`src/button_press_classifier_macros.svh`:
```
// assertion macros shared by the button press classifier rtl
// no dependencies; taken in by `include where assertions are written
`ifndef BUTTON_PRESS_CLASSIFIER_MACROS_SVH
`define BUTTON_PRESS_CLASSIFIER_MACROS_SVH

// same-cycle implication under asynchronous active-low reset
`define BPC_ASSERT_NOW(lbl, clk_s, rst_s, ante, cons, msg) \
	lbl: assert property (@(posedge clk_s) disable iff (!(rst_s)) (ante) |-> (cons)) \
		else $error(msg);

// next-cycle implication under asynchronous active-low reset
`define BPC_ASSERT_NEXT(lbl, clk_s, rst_s, ante, cons, msg) \
	lbl: assert property (@(posedge clk_s) disable iff (!(rst_s)) (ante) |=> (cons)) \
		else $error(msg);

`endif

```
`src/bpc_pkg.sv`:
```
// package for the button press classifier: widths, codes, reset values, structs
// no dependencies
`timescale 1ns / 1ps
`default_nettype none

package bpc_pkg;

	localparam int NOW_W  = 32;
	localparam int LIM_W  = 16;
	localparam int CNT_W  = 8;
	localparam int HOLD_W = 2;
	localparam int ACT_W  = 2;
	localparam int MODE_W = 2;
	localparam int IDX_W  = 3;

	// configuration register indexes
	localparam logic [IDX_W-1:0] REG_NOISE     = 3'd0;
	localparam logic [IDX_W-1:0] REG_SHORT_LIM = 3'd1;
	localparam logic [IDX_W-1:0] REG_LONG_LIM  = 3'd2;
	localparam logic [IDX_W-1:0] REG_CHAIN_GAP = 3'd3;
	localparam logic [IDX_W-1:0] REG_SETTLE    = 3'd4;
	localparam logic [IDX_W-1:0] REG_CALIB_CNT = 3'd5;

	// configuration reset values
	localparam logic [LIM_W-1:0] NOISE_RST     = 16'd25;
	localparam logic [LIM_W-1:0] SHORT_LIM_RST = 16'd1000;
	localparam logic [LIM_W-1:0] LONG_LIM_RST  = 16'd5000;
	localparam logic [LIM_W-1:0] CHAIN_GAP_RST = 16'd400;
	localparam logic [LIM_W-1:0] SETTLE_RST    = 16'd500;
	localparam logic [CNT_W-1:0] CALIB_CNT_RST = 8'd10;

	// hold indication codes
	localparam logic [HOLD_W-1:0] HOLD_NONE  = 2'd0;
	localparam logic [HOLD_W-1:0] HOLD_SHORT = 2'd1;
	localparam logic [HOLD_W-1:0] HOLD_LONG  = 2'd2;
	localparam logic [HOLD_W-1:0] HOLD_OVER  = 2'd3;

	// press action codes
	localparam logic [ACT_W-1:0] ACT_NONE    = 2'd0;
	localparam logic [ACT_W-1:0] ACT_ADVANCE = 2'd1;
	localparam logic [ACT_W-1:0] ACT_CALIB   = 2'd2;

	// radio mode codes
	localparam logic [MODE_W-1:0] MODE_FAST32 = 2'd0;
	localparam logic [MODE_W-1:0] MODE_BLE    = 2'd1;
	localparam logic [MODE_W-1:0] MODE_FAST64 = 2'd2;

	localparam logic [CNT_W-1:0] CHAIN_MAX = 8'd255;

	typedef struct packed {
		logic [LIM_W-1:0] noise;
		logic [LIM_W-1:0] short_lim;
		logic [LIM_W-1:0] long_lim;
		logic [LIM_W-1:0] chain_gap;
		logic [LIM_W-1:0] settle;
		logic [CNT_W-1:0] calib_cnt;
	} bpc_cfg_t;

	typedef struct packed {
		logic [HOLD_W-1:0] hold;
		logic              power_off;
		logic [ACT_W-1:0]  action;
		logic [MODE_W-1:0] mode;
	} bpc_result_t;

endpackage

`default_nettype wire

```
`src/bpc_core.sv`:
```
// press classifier state and per-sample decision logic
// depends on bpc_pkg
`timescale 1ns / 1ps
`default_nettype none

module bpc_core (
	input  wire                       clk,
	input  wire                       arst_n,
	input  wire                       step,
	input  wire                       level,
	input  wire [bpc_pkg::NOW_W-1:0]  now,
	input  wire bpc_pkg::bpc_cfg_t    cfg,
	output bpc_pkg::bpc_result_t      res
);
	import bpc_pkg::*;

	logic              pressed_q;
	logic [NOW_W-1:0]  start_q;
	logic              pend_q;
	logic [NOW_W-1:0]  issued_q;
	logic [CNT_W-1:0]  chain_q;
	logic [MODE_W-1:0] mode_q;

	logic [NOW_W-1:0]  start_eff;
	logic [NOW_W-1:0]  diff;
	logic [NOW_W-1:0]  gap_d;
	logic [NOW_W-1:0]  settle_d;
	logic [NOW_W-1:0]  noise_x;
	logic [NOW_W-1:0]  short_x;
	logic [NOW_W-1:0]  long_x;
	logic              rel;
	logic              above_noise;
	logic              short_rel;
	logic              long_rel;
	logic              fire;
	logic              do_calib;
	logic [HOLD_W-1:0] hold;
	logic              pend_n;
	logic              pend_nn;
	logic [NOW_W-1:0]  issued_n;
	logic [NOW_W-1:0]  start_n;
	logic [CNT_W-1:0]  chain_n;
	logic [MODE_W-1:0] mode_n;
	logic [MODE_W-1:0] mode_adv;
	logic [ACT_W-1:0]  action;

	// mode rotation, unused code falls back to fast32
	always_comb begin
		unique case (mode_q)
			MODE_FAST32: mode_adv = MODE_BLE;
			MODE_BLE:    mode_adv = MODE_FAST64;
			default:     mode_adv = MODE_FAST32;
		endcase
	end

	// durations and classification
	always_comb begin
		noise_x   = {{(NOW_W-LIM_W){1'b0}}, cfg.noise};
		short_x   = {{(NOW_W-LIM_W){1'b0}}, cfg.short_lim};
		long_x    = {{(NOW_W-LIM_W){1'b0}}, cfg.long_lim};
		start_eff = pressed_q ? start_q : now;
		diff      = now - start_eff;
		gap_d     = now - issued_q;

		// hold indication, higher range wins on overlap
		hold = HOLD_NONE;
		if (level) begin
			if (diff > noise_x && diff < short_x) hold = HOLD_SHORT;
			if (diff > short_x && diff < long_x)  hold = HOLD_LONG;
			if (diff > long_x)                    hold = HOLD_OVER;
		end

		// release sorting
		rel         = !level && pressed_q;
		above_noise = diff > noise_x;
		short_rel   = rel && above_noise && (diff < short_x);
		long_rel    = rel && above_noise && !(diff < short_x) && (diff < long_x);

		// chain count, restarts when the gap is too wide, saturates at the top
		chain_n = chain_q;
		if (short_rel) begin
			if (gap_d < {{(NOW_W-LIM_W){1'b0}}, cfg.chain_gap}) begin
				if (chain_q != CHAIN_MAX) chain_n = chain_q + 1'b1;
			end else begin
				chain_n = '0;
			end
		end

		pend_n   = pend_q | short_rel;
		issued_n = short_rel ? now : issued_q;
		start_n  = level ? start_eff : start_q;

		// settle check runs after the release on the same sample
		settle_d = now - issued_n;
		fire     = pend_n && (settle_d > {{(NOW_W-LIM_W){1'b0}}, cfg.settle});
		do_calib = chain_n >= cfg.calib_cnt;
		pend_nn  = pend_n && !fire;

		action = ACT_NONE;
		mode_n = mode_q;
		if (fire) begin
			if (do_calib) begin
				action = ACT_CALIB;
			end else begin
				action = ACT_ADVANCE;
				mode_n = mode_adv;
			end
		end

		res.hold      = hold;
		res.power_off = long_rel;
		res.action    = action;
		res.mode      = mode_n;
	end

	// state update on each processed sample
	always_ff @(posedge clk or negedge arst_n) begin
		if (!arst_n) begin
			pressed_q <= 1'b0;
			start_q   <= '0;
			pend_q    <= 1'b0;
			issued_q  <= '0;
			chain_q   <= '0;
			mode_q    <= MODE_FAST32;
		end else if (step) begin
			pressed_q <= level;
			start_q   <= start_n;
			pend_q    <= pend_nn;
			issued_q  <= issued_n;
			chain_q   <= chain_n;
			mode_q    <= mode_n;
		end
	end

endmodule

`default_nettype wire

```
`src/button_press_classifier.sv`:
```
// Button press classifier. One sample (button level and millisecond time) is taken per
// clock while in_stall is low; each gives one result: hold indication, power-off request,
// press action and radio mode. A sample lands in the input register, is classified
// against the press state in one pass and the outcome sits in the result register;
// throughput is one sample per cycle while out_stall is low. in_stall rises only when
// both the input and result registers are full. Configuration is written through
// cfg_valid/cfg_ready (always ready) and should only change while idle.
// depends on bpc_pkg, bpc_core and button_press_classifier_macros.svh
`timescale 1ns / 1ps
`default_nettype none

`include "button_press_classifier_macros.svh"

module button_press_classifier (
	input  wire                        clk,
	input  wire                        arst_n,
	// configuration writes
	input  wire                        cfg_valid,
	output logic                       cfg_ready,
	input  wire [bpc_pkg::IDX_W-1:0]   cfg_index,
	input  wire [bpc_pkg::LIM_W-1:0]   cfg_data,
	// sample channel
	input  wire                        in_valid,
	output logic                       in_stall,
	input  wire                        button_level,
	input  wire [bpc_pkg::NOW_W-1:0]   now_ms,
	// result channel
	output logic                       out_valid,
	input  wire                        out_stall,
	output logic [bpc_pkg::HOLD_W-1:0] hold_indication,
	output logic                       power_off_request,
	output logic [bpc_pkg::ACT_W-1:0]  press_action,
	output logic [bpc_pkg::MODE_W-1:0] link_mode
);
	import bpc_pkg::*;

	bpc_cfg_t         cfg_q;
	logic             valid_s1;
	logic             level_s1;
	logic [NOW_W-1:0] now_s1;
	logic             valid_s2;
	bpc_result_t      res_s2;
	bpc_result_t      res;
	logic             advance;

	assign cfg_ready = 1'b1;

	// configuration registers, unknown indexes dropped
	always_ff @(posedge clk or negedge arst_n) begin
		if (!arst_n) begin
			cfg_q.noise     <= NOISE_RST;
			cfg_q.short_lim <= SHORT_LIM_RST;
			cfg_q.long_lim  <= LONG_LIM_RST;
			cfg_q.chain_gap <= CHAIN_GAP_RST;
			cfg_q.settle    <= SETTLE_RST;
			cfg_q.calib_cnt <= CALIB_CNT_RST;
		end else if (cfg_valid && cfg_ready) begin
			unique case (cfg_index)
				REG_NOISE:     cfg_q.noise     <= cfg_data;
				REG_SHORT_LIM: cfg_q.short_lim <= cfg_data;
				REG_LONG_LIM:  cfg_q.long_lim  <= cfg_data;
				REG_CHAIN_GAP: cfg_q.chain_gap <= cfg_data;
				REG_SETTLE:    cfg_q.settle    <= cfg_data;
				REG_CALIB_CNT: cfg_q.calib_cnt <= cfg_data[CNT_W-1:0];
				default: ;
			endcase
		end
	end

	// pipeline flow control
	assign advance  = valid_s1 && (!valid_s2 || !out_stall);
	assign in_stall = valid_s1 && !advance;

	// input register
	always_ff @(posedge clk or negedge arst_n) begin
		if (!arst_n) begin
			valid_s1 <= 1'b0;
		end else if (in_valid && !in_stall) begin
			valid_s1 <= 1'b1;
		end else if (advance) begin
			valid_s1 <= 1'b0;
		end
	end

	always_ff @(posedge clk) begin
		if (in_valid && !in_stall) begin
			level_s1 <= button_level;
			now_s1   <= now_ms;
		end
	end

	// classification and press state
	bpc_core u_core (
		.clk    (clk),
		.arst_n (arst_n),
		.step   (advance),
		.level  (level_s1),
		.now    (now_s1),
		.cfg    (cfg_q),
		.res    (res)
	);

	// result register
	always_ff @(posedge clk or negedge arst_n) begin
		if (!arst_n) begin
			valid_s2 <= 1'b0;
		end else if (advance) begin
			valid_s2 <= 1'b1;
		end else if (!out_stall) begin
			valid_s2 <= 1'b0;
		end
	end

	always_ff @(posedge clk) begin
		if (advance) begin
			res_s2 <= res;
		end
	end

	assign out_valid         = valid_s2;
	assign hold_indication   = res_s2.hold;
	assign power_off_request = res_s2.power_off;
	assign press_action      = res_s2.action;
	assign link_mode         = res_s2.mode;

	// checks
	`BPC_ASSERT_NOW(a_stall_needs_item, clk, arst_n, in_stall, valid_s1, "stall with empty input register")
	`BPC_ASSERT_NEXT(a_step_gives_result, clk, arst_n, advance, valid_s2, "processed sample left no result")
	`BPC_ASSERT_NOW(a_release_no_hold, clk, arst_n, out_valid && power_off_request, hold_indication == HOLD_NONE, "power off with hold indication")

endmodule

`default_nettype wire
```
`config.mk`:
```
export PLATFORM = sky130hd
export DESIGN_NAME = button_press_classifier
export DESIGN_NICKNAME = d
export VERILOG_FILES = /design/src/bpc_pkg.sv /design/src/bpc_core.sv /design/src/button_press_classifier.sv
export VERILOG_INCLUDE_DIRS = /design/src /design/src/src
export SDC_FILE = /design/constraint.sdc
export NUM_CORES = 1
export LEC_CHECK = 0
export BUFFER_PORTS_ARGS = -buffer_cell sky130_fd_sc_hd__buf_4
export CAP_MARGIN = 25
export CORE_UTILIZATION = 57
export DETAILED_ROUTE_END_ITERATION = 10
export PLACE_DENSITY = 0.77
export SLEW_MARGIN = 40
export SYNTH_ARGS = -nofsm -noshare
export SYNTH_HDL_FRONTEND = slang
export SYNTH_SLANG_ARGS = --single-unit
```
`constraint.sdc`:
```
create_clock -name clk -period 10.84 [get_ports clk]
set_input_delay 1.084 -clock clk [delete_from_list [all_inputs] [get_ports clk]]
set_output_delay 1.084 -clock clk [all_outputs]
set_load 0.02 [all_outputs]
```
==> summary.txt <==
Status = completed
Setup tns final = 0 ns
Commonest cells post-synth = 180 x ha_1, 176 x nand2_1, 163 x a21oi_1
First-pass GRT wire length = 69.7 mm
Dpl cells = 2226
Peak supply drop = 0.000152 V
Maxcap violations = 0
CP Class = flip-flop to flip-flop
GPL Wtd Cong = 0.952
Total core area = 27300 sq um
CTS tree = built
Layout cells sized above 1 = 13.5%
Top Layer Used = met4
Crit path max fanout = 22
Fin. Hold Viols = 0
Syn Nets = 2065
N_diodes = 0
H-tree levels = 1
Seq cells post-synth = 206
Largest net degree at the start of global routing = 65
Ranking of synthesized cells by area = dfrtp_1 22%, ha_1 14%, edfxtp_1 7.5%, a21oi_1 5.1%, o21ai_0 5.1%
CTS Sinks = 206
Clock buffer count from CTS = 24
# rows = 60
Levels on crit path = 50
Remaining global-route overflow = 0
Final Slew Violations = 0
Post-Syn Instances = 1825
Wire per inst = 19.5 um
Post-route DRC violation count = 0
Minimum setup slack among reg-to-reg paths = 0.45 ns
Total GRT Usage = 31.0%
Hold WS = 0.497 ns
Final critical-path required period = 10.39 ns
R2R Path End = link_mode[0]
NumNets Final = 2136
Finished Layout Cells = 2286
Leading area contributor after synthesis = dfrtp_1
Critical path arrival = 10.66 ns
CP endpoint kind = flip-flop
Vias in the first global route = 13000
Metal2 WL = 19.2 mm
Bufs and invs on worst path = 5
Hold buffers post-CTS = 0
Root Driver = clkbuf_16
Top_reg_cell synth = dfrtp_1
Avg Synthesized Cell Area = 8.77 sq um
Die width = 170 um
Synth Cell Area = 16000 sq um
Period Utilization, post-route = 95.8%
Leakage Power = 8.21 nW
Worst-margin pin slew = 0.833 ns
Pwr/cell area = 165 nW/um^2
Number of synthesized flops with an enable pin = 40
Drt pass-1 iters = 5
Critical path's slowest cell = or4_4
Clock transition at the registers of the reported paths = 0.06 ns
Post-route ant nets = 0
Post-layout total power = 2.98 mW
Initial antenna violation count = 1
WP data required = 11.11 ns
Area growth syn-to-layout = 12.6%
Hold/Removal Path Class = primary input to asynchronous set/reset pin
Num ports = 67
Max-Slew Margin vs Limit = 43.0%
Die ar. = 28700 sq um
Final WL = 44.5 mm
Met3 WL = 3.79 mm
Drt initial violations = 1100
Clock Path Buffers = 3
CP top delay family = compound AO/OA/AOI/OAI gates
Placed Area = 16900 sq um
Initial core utilization = 58.7%
FMAX = 96.3 MHz
Synth Warn # = 0
Skew-Pair Late Insertion Delay = 0.54 ns
Async SR Flop Fraction = 80.6%
DR vias = 14000
Clock Skew = 0.0220 ns
Synth cell types = 96
R2R cell count = 50
Crit path largest cell delay = 0.55 ns
Most common cell in the netlist = ha_1
Die Y = 170 um
Register area share after synthesis = 33.7%
Final setup fails = 0
Wl on met1 = 20.2 mm
DP Wirelength = 34.2 mm
Final instance area = 18000 sq um
Drt via density = 6.11
Yosys top cell area share = 22.1%
RR Startpoint = u_core.pressed_q
PortBufs = 65
Startpoint Class = flip-flop
==> layout make-up <==
type                    instances  area [sq um]
clock buffers                  37           743
clock inverters                 7          77.6
fillers                      2270          9240
inverters                     153           574
multi-input cells            1409          9960
flip-flops and latches        206          5390
well taps                     372           465
repair buffers                102           793
==> per-stage QoR <==
stage	util, %	setup slack [ns]
6_report	66.1	0.451
5_1_grt	66.1	-0.160
4_1_cts	65.3	0.00197
3_5_place_dp	62.2	-0.263
3_3_place_gp	62.1	0.221
2_1_floorplan	-	0.183
==> where the power goes <==
part / internal (mW) / total (mW) / switching (mW)
Sequential: 0.921 / 0.984 / 0.0635
Clock: 0.499 / 0.842 / 0.343
Combinational: 0.478 / 1.15 / 0.671
Total: 1.90 / 2.98 / 1.08
==> routing by layer <==
layer / GRT usage, % / up-vias
met4: 8.93 / 0
met3: 5.04 / 94
li1: - / 6680
met1: 45.2 / 6641
met2: 47.2 / 561
met5: 0 / -
==> worst max-delay path by stage <==
stage	startpoint	to	slack [ns]
2_1_floorplan	u_core.pressed_q	link_mode[1]	0.18
3_3_place_gp	u_core.pressed_q	link_mode[1]	0.22
3_5_place_dp	u_core.pressed_q	link_mode[0]	-0.26
4_1_cts	u_core.pressed_q	link_mode[0]	0.002
5_1_grt	u_core.pressed_q	link_mode[0]	-0.16
6_report	u_core.pressed_q	link_mode[0]	0.45
==> worst reg2reg max path: cells and delay by family, from the launching register on <==
family,cells,cell delay (ns)
compound gates,22,3.52
xor+xnor,2,0.24
fa+ha+maj,4,1.19
buf+inv,5,1.03
flops,1,0.49
mux,3,0.96
simple gates,14,2.67
==> logic make-up after synthesis <==
family                   after synthesis  synth area share, %
AND/OR/NAND/NOR                      525                 16.0
multiplexers                         103                 6.76
adder cells (fa/ha/maj)              184                 14.5
other                                  1               0.0234
buffers and inverters                210                 5.08
AO/OA/AOI/OAI                        534                 20.5
XOR/XNOR                              62                 3.44
flip-flops                           206                 33.7
==> state kept, by name, summed over array words and instances (netlist names) <==
register           flops
u_core.issued_q       32
out_valid              1
u_core.pend_q          1
cfg_q                 88
valid_s1               1
now_s1                32
level_s1               1
press_action           2
link_mode              2
u_core.mode_q          2
u_core.chain_q         8
hold_indication        2
power_off_request      1
u_core.pressed_q       1
u_core.start_q        32
==> cells in the final DEF, fill, tap and decap left out, types with 36 or more instances in the layout <==
cell,netlist,routed
mux2_2,37,37
xnor2_1,42,41
ha_1,180,179
inv_1,153,153
edfxtp_1,40,40
a21o_1,44,44
buf_4,1,96
o21ai_0,162,162
nand3_1,36,36
mux2i_1,62,60
a21oi_1,163,158
dfrtp_1,141,140
nand2_1,176,176
nor2_1,131,130
==> timing repair <==
action | in CTS | in global routing
setup endpoints to repair | 4 | 7
resized for setup | 2 | 20
buffers inserted | 1 | 15
gates cloned | 0 | 0
pin swaps | 1 | 9
No activity file was read; power rests on OpenSTA's default activity.
